--- src/rtl/rcm_pkg.sv ---
// shared constants, types and table functions of the reference coordinate mapper
package rcm_pkg;

    localparam int Q_BITS = 30;
    localparam int IN_W = 17;
    localparam int OUT_W = 19;
    localparam int MODE_W = 4;
    localparam int IN_TDATA_W = 56;
    localparam int OUT_TDATA_W = 64;
    // fraction bits of the port formats, tied to IN_W and OUT_W
    localparam int FRAC_BITS = 16;
    localparam int SINE_TABLE_BITS_DEF = 10;

    localparam logic [MODE_W-1:0] MODE_IDENT   = 4'd0;
    localparam logic [MODE_W-1:0] MODE_POLAR   = 4'd1;
    localparam logic [MODE_W-1:0] MODE_STRETCH = 4'd2;
    localparam logic [MODE_W-1:0] MODE_CURL    = 4'd3;
    localparam logic [MODE_W-1:0] MODE_DIV     = 4'd4;
    localparam logic [MODE_W-1:0] MODE_ROT     = 4'd5;
    localparam logic [MODE_W-1:0] MODE_ANNULUS = 4'd6;
    localparam logic [MODE_W-1:0] MODE_DIST2   = 4'd7;
    localparam logic [MODE_W-1:0] MODE_DIST3   = 4'd8;

    // q30 constants
    localparam logic [63:0] C_ONE         = 64'd1073741824;
    localparam logic [63:0] C_HALF        = 64'd536870912;
    localparam logic [63:0] C_TENTH       = 64'd107374182;
    localparam logic [63:0] C_NINE_TENTHS = 64'd966367642;
    localparam logic [63:0] C_EPS2        = 64'd53687091;
    localparam logic [63:0] C_EPS3        = 64'd10737418;

    // taylor coefficients of sin(pi u / 2), q30
    localparam logic [63:0] POLY_C [5] = '{
        64'd1686629713, 64'd693598668, 64'd85569306, 64'd5026995, 64'd172272
    };

    typedef struct packed {
        logic                valid;
        logic [MODE_W-1:0]   mode;
    } t_ctl;

    function automatic logic [63:0] umulq(logic [63:0] a, logic [63:0] b);
        return (a * b + (64'd1 << (Q_BITS - 1))) >> Q_BITS;
    endfunction

    // quarter-wave sine value for table entry i, q30
    function automatic logic [Q_BITS:0] quarter_sine(int i, int stb);
        logic [63:0] u;
        logic [63:0] u2;
        logic [63:0] acc;
        u   = 64'(i) << (Q_BITS - stb);
        u2  = umulq(u, u);
        acc = POLY_C[3] - umulq(u2, POLY_C[4]);
        acc = POLY_C[2] - umulq(u2, acc);
        acc = POLY_C[1] - umulq(u2, acc);
        acc = POLY_C[0] - umulq(u2, acc);
        return (Q_BITS + 1)'(umulq(u, acc));
    endfunction

endpackage

--- src/rtl/rcm_mul_cell.sv ---
// one cell of the multiply chain: two rounding q30 multiplier lanes with bypass
module rcm_mul_cell import rcm_pkg::*; #(
    parameter int STAGE = 0,
    parameter int VW    = 34,
    parameter int SW    = Q_BITS + 2
) (
    input  logic                 i_clk,
    input  logic                 i_rst_n,
    input  logic                 i_en,
    input  t_ctl                 i_ctl,
    input  logic signed [VW-1:0] i_r,
    input  logic signed [VW-1:0] i_s,
    input  logic signed [VW-1:0] i_t,
    input  logic signed [SW-1:0] i_v0,
    input  logic signed [SW-1:0] i_v1,
    input  logic signed [SW-1:0] i_v2,
    input  logic signed [VW-1:0] i_p0,
    input  logic signed [VW-1:0] i_p1,
    output t_ctl                 o_ctl,
    output logic signed [VW-1:0] o_r,
    output logic signed [VW-1:0] o_s,
    output logic signed [VW-1:0] o_t,
    output logic signed [SW-1:0] o_v0,
    output logic signed [SW-1:0] o_v1,
    output logic signed [SW-1:0] o_v2,
    output logic signed [VW-1:0] o_p0,
    output logic signed [VW-1:0] o_p1
);

    localparam int PW = VW + SW;

    t_ctl                 r_ctl;
    logic signed [VW-1:0] r_r, r_s, r_t, r_p0, r_p1;
    logic signed [SW-1:0] r_v0, r_v1, r_v2;
    logic                 use0, use1;
    logic signed [VW-1:0] a0, a1;
    logic signed [SW-1:0] b0, b1;

    // product rounded half away from zero back to q30
    function automatic logic signed [VW-1:0] mulq(logic signed [VW-1:0] a,
                                                  logic signed [SW-1:0] b);
        logic signed [PW-1:0] p;
        logic [PW-1:0]        m;
        p = PW'(a) * PW'(b);
        m = p[PW-1] ? PW'(-p) : PW'(p);
        m = (m + (PW'(1) << (Q_BITS - 1))) >> Q_BITS;
        return p[PW-1] ? VW'(-m) : VW'(m);
    endfunction

    always_comb begin
        use0 = 1'b0;
        use1 = 1'b0;
        a0   = i_r;
        b0   = SW'(C_ONE);
        a1   = i_r;
        b1   = SW'(C_ONE);
        case (STAGE)
            0: begin
                if (i_ctl.mode == MODE_ANNULUS) begin
                    use0 = 1'b1;
                    b0   = SW'(C_NINE_TENTHS);
                end
            end
            1: begin
                case (i_ctl.mode) inside
                    MODE_POLAR: begin
                        use0 = 1'b1;
                        use1 = 1'b1;
                        a0   = i_r + VW'(C_HALF);
                        b0   = i_v0;
                        a1   = i_r + VW'(C_HALF);
                        b1   = i_v1;
                    end
                    MODE_ANNULUS: begin
                        use0 = 1'b1;
                        use1 = 1'b1;
                        a0   = i_p0 + VW'(C_TENTH);
                        b0   = i_v0;
                        a1   = i_p0 + VW'(C_TENTH);
                        b1   = i_v1;
                    end
                    MODE_DIST2, MODE_DIST3: begin
                        use0 = 1'b1;
                        a0   = VW'(i_v0);
                        b0   = i_v1;
                    end
                    default: ;
                endcase
            end
            2: begin
                if (i_ctl.mode == MODE_DIST2) begin
                    use0 = 1'b1;
                    a0   = i_p0;
                    b0   = SW'(C_EPS2);
                end else if (i_ctl.mode == MODE_DIST3) begin
                    use0 = 1'b1;
                    a0   = i_p0;
                    b0   = i_v2;
                end
            end
            3: begin
                if (i_ctl.mode == MODE_DIST3) begin
                    use0 = 1'b1;
                    a0   = i_p0;
                    b0   = SW'(C_EPS3);
                end
            end
            default: ;
        endcase
    end

    always_ff @(posedge i_clk) begin
        if (!i_rst_n) begin
            r_ctl.valid <= 1'b0;
        end else if (i_en) begin
            r_ctl.valid <= i_ctl.valid;
            r_ctl.mode  <= i_ctl.mode;
        end
    end

    always_ff @(posedge i_clk) begin
        if (i_en) begin
            r_r        <= i_r;
            r_s        <= i_s;
            r_t        <= i_t;
            r_v0       <= i_v0;
            r_v1       <= i_v1;
            r_v2       <= i_v2;
            r_p0       <= use0 ? mulq(a0, b0) : i_p0;
            r_p1       <= use1 ? mulq(a1, b1) : i_p1;
        end
    end

    assign o_ctl = r_ctl;
    assign o_r   = r_r;
    assign o_s   = r_s;
    assign o_t   = r_t;
    assign o_v0  = r_v0;
    assign o_v1  = r_v1;
    assign o_v2  = r_v2;
    assign o_p0  = r_p0;
    assign o_p1  = r_p1;

endmodule

--- config.mk ---
export PLATFORM = sky130hd
export DESIGN_NAME = rcm_mul_cell
export DESIGN_NICKNAME = d
export VERILOG_FILES = /design/src/rtl/rcm_pkg.sv /design/src/rtl/rcm_mul_cell.sv
export SDC_FILE = /design/constraint.sdc
export NUM_CORES = 2
export LEC_CHECK = 0
export BUFFER_PORTS_ARGS = -buffer_cell sky130_fd_sc_hd__buf_2
export CAP_MARGIN = 20
export CELL_PAD_IN_SITES_DETAIL_PLACEMENT = 2
export CELL_PAD_IN_SITES_GLOBAL_PLACEMENT = 2
export CORE_AREA = 2 2 315 317
export DETAILED_ROUTE_END_ITERATION = 10
export DIE_AREA = 0 0 317 319
export PLACE_DENSITY = 0.82
export SYNTH_ARGS = -nofsm -noshare
export SYNTH_HDL_FRONTEND = slang
export SYNTH_SLANG_ARGS = --single-unit
--- constraint.sdc ---
create_clock -name i_clk -period 17 [get_ports i_clk]
set_input_delay 2.55 -clock i_clk [delete_from_list [all_inputs] [get_ports i_clk]]
set_output_delay 2.55 -clock i_clk [all_outputs]
set_load 0.02 [all_outputs]
==> PnR_summary.wiki <==
{| class="wikitable"
! Metric !! Value
|-
| Setup repair after global routing missed its margin || no
|-
| Cell types with the highest counts after synthesis || 730 x sky130_fd_sc_hd__inv_1, 500 x sky130_fd_sc_hd__fa_1, 321 x sky130_fd_sc_hd__ha_1
|-
| H-tree levels || 1
|-
| Area leader, netlist || sky130_fd_sc_hd__fa_1
|-
| PwrDens || 113 mW/mm²
|-
| Path class of the lowest-slack min-delay path || flop to flop
|-
| DRC violation count after routing || 0
|-
| Number of input and output port buffers inserted || 544
|-
| Hold buffers post-CTS || 0
|-
| Highest ir drop seen on vdd || 0.0907 mV
|-
| Final setup violation count || 0
|-
| Vias/cell || 5.27
|-
| Max Buffers Root-to-Sink || 3
|-
| Register area || 0.00813 mm²
|-
| Required @ worst endpoint || 17350 ps
|-
| Synthesized-area fraction occupied by ao, oa, aoi and oai cells || 9.76%
|-
| Sequential fraction of the synthesis area || 24.7%
|-
| Crit path capture type || flop
|-
| Worst clock skew || 0 ps
|-
| Area share of xor/xnor cells in the synthesized design || 3.83%
|-
| Synth warn || 0
|-
| Fraction of layout instances using a drive strength above 1 || 17.8%
|-
| Area delta synth->final || 15.9%
|-
| Multiplexer fraction of the synthesized cell area || 0.540%
|-
| Arithmetic-cell share of the synthesized area counting full adders, half adders and majority gates || 42.6%
|-
| Asr flop ratio synth || 0%
|-
| Overflow left after global routing || 0
|-
| Crit-path slowest cell || sky130_fd_sc_hd__or4_1
|-
| TritonCTS clock tree || built
|-
| Overall global routing resource usage || 27.9%
|-
| Delay of the slowest critical-path stage || 690 ps
|-
| Number of fill cells || 10700
|-
| Die Y-Extent || 319 µm
|-
| Leading register cell type out of synthesis || sky130_fd_sc_hd__edfxtp_1
|-
| Root Driver || sky130_fd_sc_hd__clkbuf_16
|-
| DR vias || 26300
|-
| Wire length per cell || 28.3 µm
|-
| Worst-margin pin slew || 1060 ps
|-
| Final clock period utilization by the worst path || 96.0%
|-
| Maximum capacitance violations || 0
|-
| Placement Cell Area || 0.0372 mm²
|-
| Top achievable clock speed || 61.3 MHz
|-
| Synthesized area || 0.0329 mm²
|-
| P_leak || 18.5 nW
|-
| Post-Route Setup TNS || 0 ps
|-
| Headroom to the max-slew limit || 28.4%
|-
| Post-route design area || 0.0381 mm²
|-
| Count of mapped cells out of synthesis || 3138
|-
| Critical Path Source Type || primary input
|-
| Post-route ant nets || 0
|-
| Initial Util || 33.7%
|-
| Die area || 0.101 mm²
|-
| Final-stage net count || 4777
|-
| Post-CTS sizing || 0
|-
| Die X-Extent || 317 µm
|-
| Skew-Pair Late Insertion Delay || 600 ps
|-
| Critical Path Fanout Max || 40
|-
| Seq cells post-synth || 271
|-
| Avg Cell Area, Syn || 10.5 µm²
|-
| Clock Pin Slew Worst Setup and Hold Paths || 60 ps
|-
| Iteration-0 DRC count of the detailed router || 1510
|-
| Routability cong. || 0.922
|-
| Arrival time at the worst endpoint || 16670 ps
|-
| Number of setup buffers added after CTS || 0
|-
| Most frequent CP cell || sky130_fd_sc_hd__fa_1
|-
| Rows || 115
|-
| Post-synth EDFFs || 270
|-
| Leading post-synthesis cells by cell area || sky130_fd_sc_hd__fa_1 30%, sky130_fd_sc_hd__edfxtp_1 25%, sky130_fd_sc_hd__ha_1 12%
|-
| Post-detail-place hpwl || 124000 µm
|-
| Post-synthesis simple-gate area fraction || 9.07%
|-
| Drt first pass iters || 6
|-
| Share of the synthesized area in the top cell type || 30.4%
|-
| First-pass GRT wire length || 205000 µm
|-
| Pin count of the biggest net entering global routing || 89
|-
| Top-count cell post-synth || sky130_fd_sc_hd__inv_1
|-
| Utilization after layout || 39.0%
|-
| Number of global-route vias before repair || 30000
|-
| Hold Fails Final Rpt || 0
|-
| Clock tree sinks || 271
|-
| Number of antenna violations at the first check in global routing || 26
|-
| Multi-input combinational cell area || 0.0218 mm²
|-
| Wire length reported by the detailed router || 142000 µm
|-
| Status || completed
|-
| Core ar. || 0.0977 mm²
|-
| Post-route minimum period || 16320 ps
|-
| CP Class || primary input to flop
|-
| Final number of max-transition violations || 0
|-
| Total chip power || 0.00431 W
|-
| CTS Buf Count || 31
|-
| I/O pins || 545
|-
| Distinct cells, synth || 96
|-
| Dominant combinational cell family by area after synthesis || adder cells
|}
-- per-layer routing --
metal  vias up  track usage, %  part of all wire, %
li1      11400               -                    -
met1     13800            31.5                   37
met2       845            51.4                   52
met3       258            3.44                  4.7
met4         4            13.2                  5.6
met5         -               0                0.019
-- per-stage QoR --
step / setup WS, ps / hold slack (ps) / std cells
after floorplan: 132 / 589 / 3169
final: 681 / 560 / 4995
after global placement: 763 / 533 / 4936
after detailed placement: 178 / 549 / 4936
after CTS: 818 / 557 / 4993
after global routing: 38.1 / 588 / 4995
-- placed cells by master, fill, tap and decap left out, drive strengths merged, types with 28 or more instances in the layout --
cell type  Yosys  layout
inv          730     732
conb           2      33
o21ai        110     110
and2          29      29
nor4          28      28
nand2        180     180
fa           500     500
xnor2        113     113
a21oi        137     137
nor2          93      93
nand4         49      49
edfxtp       270     270
ha           321     321
clkbuf        55      39
xor2          30      30
nor3          51      51
a21o          29      29
a31oi         34      34
buf           28     563
nand3         38      38
-- kinds of logic (layout without fill, tap and decap cells) --
logic type	after synthesis	in the layout
AND/OR/NAND/NOR	579	579
flip-flops	271	271
other	2	35
adder cells (fa/ha/maj)	821	821
XOR/XNOR	143	143
multiplexers	17	17
AO/OA/AOI/OAI	491	491
buffers and inverters	814	1351
-- critical path, delay by kind of cell --
kind,cells,cell delay (ps)
XOR/XNOR,2,410
multiplexers,1,260
adder cells (fa/ha/maj),10,4830
buffers and inverters,10,2060
AND/OR/NAND/NOR,16,5540
AO/OA/AOI/OAI,3,940
-- where the power goes --
part	switching [W]	total [W]	internal (W)
logic	0.00185	0.00284	0.000993
registers	0.0000269	0.000827	0.000800
clock network	0.000295	0.000645	0.000351
-- worst paths after layout --
kind / start / slack (ps) / endpoint / depth (start not counted)
setup / recovery: i_ctl[2] / 680 / o_p0[32] / 42
hold / removal: o_ctl[4] / 560 / o_ctl[4] / 2
setup reg to reg: o_ctl[4] / 16370 / o_ctl[4] / 2
hold reg to reg: o_ctl[4] / 560 / o_ctl[4] / 2
-- state kept, by name, summed over array words and instances, names as in the netlist --
signal	count
o_v0	32
o_t	34
o_v1	32
o_v2	32
o_p0	34
o_ctl	5
o_r	34
o_s	34
o_p1	34
-- layout make-up --
class                      count  area share, %
antenna                        2         0.0131
clock buffer                  39           2.11
clock inverter                18          0.354
inverter                     731           7.20
multi-input combinational   2084           57.2
sequential                   271           21.3
tap                         1287           4.22
timing repair buffer         563           7.54
No activity file was read; power rests on OpenSTA's default activity.
